File: config.mk
export PLATFORM = sky130hd
export DESIGN_NAME = dgsp_ctrl
export DESIGN_NICKNAME = d
export VERILOG_FILES = /design/src/rtl/core/dgsp_pkg.sv /design/src/rtl/core/dgsp_ctrl.sv
export SDC_FILE = /design/constraint.sdc
export NUM_CORES = 1
export LEC_CHECK = 0
export BUFFER_PORTS_ARGS = -buffer_cell sky130_fd_sc_hd__clkbuf_2
export CAP_MARGIN = 40
export CORE_AREA = 3 3 40 42
export DETAILED_ROUTE_END_ITERATION = 7
export DIE_AREA = 0 0 43 45
export GPL_TIMING_DRIVEN = 0
export PLACE_DENSITY = 0.55
export SYNTH_ARGS = -nofsm -noshare
export SYNTH_HDL_FRONTEND = slang
export SYNTH_SLANG_ARGS = --single-unit
File: constraint.sdc
create_clock -name clk -period 1.44 [get_ports clk]
set_input_delay 0.072 -clock clk [delete_from_list [all_inputs] [get_ports clk]]
set_output_delay 0.072 -clock clk [all_outputs]
set_load 0.1 [all_outputs]
File: src/rtl/core/dgsp_pkg.sv
`timescale 1ns / 1ps
// Shared definitions for the dense graph shortest path block.
// Port widths, operation codes, scan phase codes and controller/datapath structs.
package dgsp_pkg;

	localparam int MAX_VERTICES_DEF  = 64;
	localparam int WEIGHT_BITS_DEF   = 16;
	localparam int DISTANCE_BITS_DEF = 22;

	localparam int OP_W          = 2;
	localparam int VTX_PORT_W    = 6;
	localparam int WEIGHT_PORT_W = 16;
	localparam int DIST_PORT_W   = 22;
	localparam int COUNT_W       = 7;

	localparam logic [COUNT_W-1:0] VCOUNT_RESET = 7'd64;

	localparam logic [OP_W-1:0] OP_CLEAR = 2'd0;
	localparam logic [OP_W-1:0] OP_LOAD  = 2'd1;
	localparam logic [OP_W-1:0] OP_RUN   = 2'd2;

	typedef logic [1:0] phase_t;
	localparam phase_t PH_INIT  = 2'd0;
	localparam phase_t PH_RELAX = 2'd1;
	localparam phase_t PH_PICK  = 2'd2;
	localparam phase_t PH_EMIT  = 2'd3;

	typedef struct packed {
		logic   capture;
		logic   load_a;
		logic   load_b;
		logic   wipe_rst;
		logic   wipe;
		logic   scan_rst;
		logic   scan_go;
		phase_t phase;
		logic   seed;
		logic   take_pick;
	} ctrl_cmd_t;

	typedef struct packed {
		logic ep_ok;
		logic wipe_done;
		logic scan_done;
		logic pick_ok;
	} dp_status_t;

endpackage

File: src/rtl/core/dgsp_ctrl.sv
`timescale 1ns / 1ps
// Sequencer for matrix wipe, edge load and the Dijkstra scan phases.
// Depends on dgsp_pkg; drives the datapath through ctrl_cmd_t only.
module dgsp_ctrl
	import dgsp_pkg::*;
(
	input  logic             clk,
	input  logic             arst_n,
	input  logic             start,
	input  logic [OP_W-1:0]  operation,
	input  dp_status_t       status,
	output ctrl_cmd_t        cmd,
	output logic             busy
);

	localparam logic [2:0] ST_IDLE  = 3'd0;
	localparam logic [2:0] ST_WIPE  = 3'd1;
	localparam logic [2:0] ST_LOAD2 = 3'd2;
	localparam logic [2:0] ST_INIT  = 3'd3;
	localparam logic [2:0] ST_RELAX = 3'd4;
	localparam logic [2:0] ST_PICK  = 3'd5;
	localparam logic [2:0] ST_EMIT  = 3'd6;

	logic [2:0] state_q;
	logic [2:0] state_d;

	always_comb begin
		cmd       = '0;
		cmd.phase = PH_INIT;
		state_d   = state_q;
		case (state_q)
			ST_IDLE: begin
				if (start) begin
					cmd.capture = 1'b1;
					case (operation)
						OP_CLEAR: begin
							cmd.wipe_rst = 1'b1;
							state_d      = ST_WIPE;
						end
						OP_LOAD: begin
							if (status.ep_ok) begin
								cmd.load_a = 1'b1;
								state_d    = ST_LOAD2;
							end
						end
						OP_RUN: begin
							cmd.scan_rst = 1'b1;
							state_d      = ST_INIT;
						end
						default: state_d = ST_IDLE;
					endcase
				end
			end
			ST_WIPE: begin
				cmd.wipe = 1'b1;
				if (status.wipe_done)
					state_d = ST_IDLE;
			end
			ST_LOAD2: begin
				cmd.load_b = 1'b1;
				state_d    = ST_IDLE;
			end
			ST_INIT: begin
				cmd.phase = PH_INIT;
				if (status.scan_done) begin
					// vertex 0 is always the first pick
					cmd.seed     = 1'b1;
					cmd.scan_rst = 1'b1;
					state_d      = ST_RELAX;
				end else begin
					cmd.scan_go = 1'b1;
				end
			end
			ST_RELAX: begin
				cmd.phase = PH_RELAX;
				if (status.scan_done) begin
					cmd.scan_rst = 1'b1;
					state_d      = ST_PICK;
				end else begin
					cmd.scan_go = 1'b1;
				end
			end
			ST_PICK: begin
				cmd.phase = PH_PICK;
				if (status.scan_done) begin
					cmd.scan_rst = 1'b1;
					// an unknown pick means the rest is unreachable: report
					if (status.pick_ok) begin
						cmd.take_pick = 1'b1;
						state_d       = ST_RELAX;
					end else begin
						state_d = ST_EMIT;
					end
				end else begin
					cmd.scan_go = 1'b1;
				end
			end
			ST_EMIT: begin
				cmd.phase = PH_EMIT;
				if (status.scan_done)
					state_d = ST_IDLE;
				else
					cmd.scan_go = 1'b1;
			end
			default: state_d = ST_IDLE;
		endcase
	end

	always_ff @(posedge clk or negedge arst_n) begin
		if (!arst_n)
			state_q <= ST_WIPE;
		else
			state_q <= state_d;
	end

	assign busy = (state_q != ST_IDLE);

endmodule

==> impl_results.md, run 1 <==
* Synth top area cells: dfrtp_1 (12%), ha_1 (12%), dfstp_2 (6.3%)
* Synthesized area at between 400 and 500 um2
* Final Max Slew Viols at 0
* Starting Density at 0.3223
* CTS Buf Count at 3
* Flops & latches, synth at 3
* RSZ-0062 raised after global routing: true
* Largest Register: state_q
* H-tree depth at 1
* Tot GR Track Use at 0.1532
* Commonest non-fill, non-tap cell in the layout: buf_4
* I/O pin cnt at 21
* Port bufs at 20
* PnR worst setup slack at -129.2 ps
* Pre-antenna DRT Iters at 5
* Diode count at 0
* Max FO, Critical Path at 7
* Final hold viol count at 0
* Largest net degree at the start of global routing at 11
* Failing checks: negative setup slack
* GR Util met1 at 0.1711
* Final Cycle Share at 1.090
* CP arrival at about 1500 ps
* Final setup vio count at 8
* Post-synthesis sequential area ratio at 0.1843
* Yosys warns at 0
* Biggest registers after layout: state_q (3)
* Syn_nets at 63
* Initial antenna violation count at 0
* CTS clock-pin slew for the worst setup and hold paths at 40 ps
* Max reg flops at 3
* MaxCap Viol Count at 0
* GRT met2 Usage at 0.2725
* DR vias/cell at 4.650
* Startpoint Class: flip-flop
* Status: finished, violations left
* Avg Cell Area, Syn at a little over 8 um2
* Vias at around 470
* Worst-Skew Late Latency at 230 ps
* Initial drt markers at 4
* Most frequent cells in the layout: buf_4 (11), clkbuf_2 (8), clkbuf_16 (8)
* Cells after Synth at 50
* Gr busiest metal: met2
* Fmax at between 600 and 700 MHz
* First-pass GRT wire length at 2.166 mm
* Layout cell share with drive strength beyond 1 at 0.6471
* R2R Setup Slk at 80 ps
* Die Ht at between 40 and 50 um
* Clock skew at 3.059 ps
* Final Wtd Congestion at 0.7267
* Nets at 99
* Half-perimeter wire length after placement at approximately 760 um
* Met3 GRT Util at 0.02789
* Drt drc at 0
* Chip width at between 40 and 50 um
* FP Rows at 13
* Critical Path RT at ~1400 ps
* Full die area at 0.001935 mm2
* Final wirelength at between 1 and 1.5 mm
* Synth top area share at 0.1208
* CTS tree: done
* Final Core Density at 0.7089
* Crit path kind: reg2out
* Area Growth Syn to Fin at 119.9%
* Clock tree buffer depth at 2
* Core Area at 0.001285 mm2
* Hold Crit Class: in2async
* Post-DRT Antenna Nets at 0
* Synth area leader: dfrtp_1
* Min cycle time layout at approximately 1600 ps
* Vias in the first global route at around 500
* Root Driver: clkbuf_4
* Clock Sinks at 3
* Drt wl/cell at roughly 13 um
* Post-synth cell types at 29
* Gr ovfl total at 0
* Slew Limit Headroom at 0.8003
* Worst Max-Slew Pin Slew at around 300 ps
* Worst setup EP type: primary output
[critical path, stage by stage, from the launching register on]
cell	delay, ps
dfstp_2	540
buf_6	130
nand4b_1	130
buf_4	170
o21ai_4	60
clkbuf_16	220
[routing by layer]
metal,vias up,share of wire
li1,240,-
met1,211,0.41
met2,14,0.54
met3,0,0.052
met4,0,0
met5,-,0
[synthesized netlist by cell type]
| cell type | n |
|---|---|
| mux2_4 | 1 |
| and2_1 | 3 |
| inv_1 | 4 |
| a31oi_1 | 1 |
| o21ai_1 | 2 |
| buf_4 | 1 |
| xor2_1 | 2 |
| buf_6 | 1 |
| and3_1 | 1 |
| dfrtp_1 | 2 |
| nor2_4 | 1 |
| buf_2 | 1 |
| dfstp_2 | 1 |
| nor3_1 | 2 |
| nor2_2 | 2 |
| nor3b_1 | 2 |
| o31ai_1 | 1 |
| a2bb2oi_2 | 1 |
| nand2_1 | 4 |
| nand4b_1 | 1 |
| nor2_1 | 3 |
| and2_4 | 1 |
| a2bb2oi_1 | 1 |
| nand2b_1 | 1 |
| nor2b_1 | 3 |
| or3_4 | 1 |
| ha_1 | 4 |
| and4b_1 | 1 |
| o21ai_0 | 1 |
[repair_timing]
| action | CTS | global route |
|---|---|---|
| gates resized for setup | 34 | 6 |
| endpoints found under the setup margin | 12 | 11 |
| setup buffers | 8 | 2 |
| pin swaps | 5 | 0 |
| gates cloned | 0 | 0 |
| endpoints found under the hold margin | 3 | 0 |
| hold buffers | 1 | 0 |
[cell type report]
type	instances	area, um2
clock buffers	4	26.28
well taps	15	18.77
flip-flops and latches	3	76.32
repair buffers	31	374.1
plain buffers	3	27.53
inverters	4	18.77
multi-input cells	40	369.1
fillers	100	374.1
[metrics by stage]
step / hold slack [ps] / cells / setup slack, ps / setup TNS, ps / cell area, um2
floorplan: -223.6 / 50 / -645.1 / -2216 / 462.9
global placement: -132.4 / 85 / -202.7 / -902.6 / 581.8
detailed placement: -129.0 / 85 / -208.1 / -920.1 / 581.8
CTS: 157.8 / 98 / -135.1 / -604.3 / 875.8
global route: 179.4 / 100 / -195.3 / -1286 / 910.9
finish: 169.6 / 100 / -129.2 / -645.5 / 910.9
[path summary, 6_finish.rpt]
| path | depth (start not counted) | endpoint | from |
|---|---|---|---|
| setup reg to reg | 4 | state_q[1]$_DFFE_PN0P_ | state_q[0]$_DFFE_PN1P_ |
| hold reg to reg | 4 | state_q[2]$_DFFE_PN0P_ | state_q[2]$_DFFE_PN0P_ |
| max in group asynchronous | 2 | state_q[0]$_DFFE_PN1P_ | arst_n |
| setup / recovery | 5 | cmd[5] | state_q[0]$_DFFE_PN1P_ |
| hold / removal | 2 | state_q[1]$_DFFE_PN0P_ | arst_n |
| min in group clk | 4 | state_q[2]$_DFFE_PN0P_ | status[1] |
[cells by family after synthesis]
| group | share of synthesized area |
|---|---|
| compound gates | 0.1269 |
| xor+xnor | 0.04230 |
| fa+ha+maj | 0.1209 |
| buf+inv | 0.09364 |
| flops | 0.1843 |
| mux | 0.03624 |
| simple gates | 0.3958 |
Power of run 1 is left out: the tool's default activity adds up to more than one toggle a clock period on the data nets, which glitch-free logic cannot reach.
==> inputs of run 2 (changes only) <==
- CTS_BUF_LIST: unset -> sky130_fd_sc_hd__clkbuf_4 sky130_fd_sc_hd__clkbuf_8
==> impl_results.md, run 2 (same netlist as run 1, synthesis figures left out) <==
* Largest net degree at the start of global routing at 11
* Layout cell share with drive strength beyond 1 at 0.6588
* Drt drc at 0
* Die Ht at around 45 um
* Port bufs at 20
* Reg2Reg Capture Point: state_q[1]$_DFFE_PN0P_
* CP arrival at about 1500 ps
* Worst setup EP type: primary output
* Diode count at 0
* Full die area at roughly 0.0019 mm2
* PnR worst setup slack at -128.8 ps
* CTS clock-pin slew for the worst setup and hold paths at 40 ps
* Nets at just under 100
* Post-DRT Antenna Nets at 0
* Worst Max-Slew Pin Slew at 301.2 ps
* DR vias/cell at around 4.7
* Largest Register: state_q
* Filler Cells Inserted at between 100 and 150
* R2R Setup Slk at around 80 ps
* Status: finished, violations left
* Crit path buf inv count at 3
* Crit path largest cell delay at approximately 540 ps
* Vias at about 470
* H-tree depth at 1
* Critical Path RT at approximately 1400 ps
* Final wirelength at approximately 1.4 mm
* Starting Density at 0.3223
* Reg2Reg Depth at 4
* MaxCap Viol Count at 0
* CP delay by family, top: flip-flops
* Commonest non-fill, non-tap cell in the layout: buf_4
* Fmax at ~640 MHz
* Gr ovfl total at 0
* Crit-path cells: buf_6, nand4b_1, buf_4, o21ai_4, clkbuf_16
* Clock tree buffer depth at 2
* Max reg flops at 3
* Vias in the first global route at slightly below 500
* FP Rows at 13
* Worst path depth at 5
* Startpoint Class: flip-flop
* RSZ-0062 raised after global routing: true
* Half-perimeter wire length after placement at around 760 um
* Final setup vio count at 8
* CTS tree: done
* Pre-antenna DRT Iters at 4
* CTS Buf Count at 3
* Clock Sinks at 3
* Slew Limit Headroom at 0.8003
* Final Wtd Congestion at 0.7267
* I/O pin cnt at 21
* Min cycle time layout at roughly 1600 ps
* Final Cycle Share at 1.089
* Final Core Density at 0.7118
* Hold Crit Class: in2async
* First-pass GRT wire length at ~2.2 mm
* Core Area at 0.001285 mm2
* Failing checks: negative setup slack
* Biggest registers after layout: state_q (3)
* Initial antenna violation count at 0
* Final Max Slew Viols at 0
* Root Driver: clkbuf_4
* Most frequent cells in the layout: buf_4 (10), clkbuf_2 (8), clkbuf_16 (8), clkbuf_4 (6)
* Initial drt markers at 8
* Tot GR Track Use at 0.1549
* Chip width at between 40 and 50 um
* Slowest-stage cell, CP: dfstp_2
* Crit path kind: reg2out
* Final hold viol count at 0
* Max FO, Critical Path at 7
* Drt wl/cell at 13.52 um
* Area Growth Syn to Fin at 120.8%
* Crit Reg-Reg Startpoint: state_q[0]$_DFFE_PN1P_
* Worst-Skew Late Latency at between 200 and 250 ps
* Clock skew at 4.011 ps
-- run 2: timing repair --
action | CTS | global route
resized for setup | 34 | 5
buffers inserted | 8 | 2
hold endpoints to repair | 3 | 0
hold buffers | 1 | 0
pin swaps | 5 | 0
setup endpoints to repair | 12 | 11
-- run 2: per-layer routing --
metal  track usage  up-vias  wire length (um)
met1        0.1663      217               504
li1              -      237                 -
met2        0.2844       18               743
met4       0.09036        0                 0
met3       0.02789        0               104
met5             0        -                 0
-- run 2: worst max path at each step --
| stage | startpoint | endpoint |
|---|---|---|
| 6_report | state_q[0]$_DFFE_PN1P_ | cmd[5] |
| 4_1_cts | state_q[1]$_DFFE_PN0P_ | cmd[9] |
| 2_1_floorplan | state_q[1]$_DFFE_PN0P_ | cmd[9] |
| 3_3_place_gp | state_q[1]$_DFFE_PN0P_ | cmd[9] |
| 3_5_place_dp | state_q[1]$_DFFE_PN0P_ | cmd[9] |
| 5_1_grt | state_q[0]$_DFFE_PN1P_ | cmd[5] |
-- run 2: worst reg2reg max path, delay by kind of cell, from the launching register on --
family | cells | cell delay [ps]
muxes | 1 | 310
DFF | 1 | 540
and+or+nand+nor | 2 | 220
xor gates and xnor gates | 1 | 170
-- run 2: stage by stage --
step,instances,setup slack [ps],hold WS (ps),instance area (um2),TNS [ps]
3_3_place_gp,85,-202.7,-132.4,581.8,-902.6
6_report,100,-128.8,189.2,914.6,-681.8
5_1_grt,100,-189.9,188.0,914.6,-1279
4_1_cts,98,-133.0,159.9,879.6,-583.6
3_5_place_dp,85,-208.1,-129.0,581.8,-920.1
2_1_floorplan,50,-645.1,-223.6,462.9,-2216
-- run 2: layout make-up --
cell class	count	area (um2)	share of cell area
timing repair buffer	31	374.1	0.4090
multi-input combinational	40	369.1	0.4036
sequential	3	76.32	0.08345
clock buffer	4	30.03	0.03283
buffer	3	27.53	0.03010
inverter	4	18.77	0.02052
tap	15	18.77	0.02052
Power of run 2 is left out for the same reason.
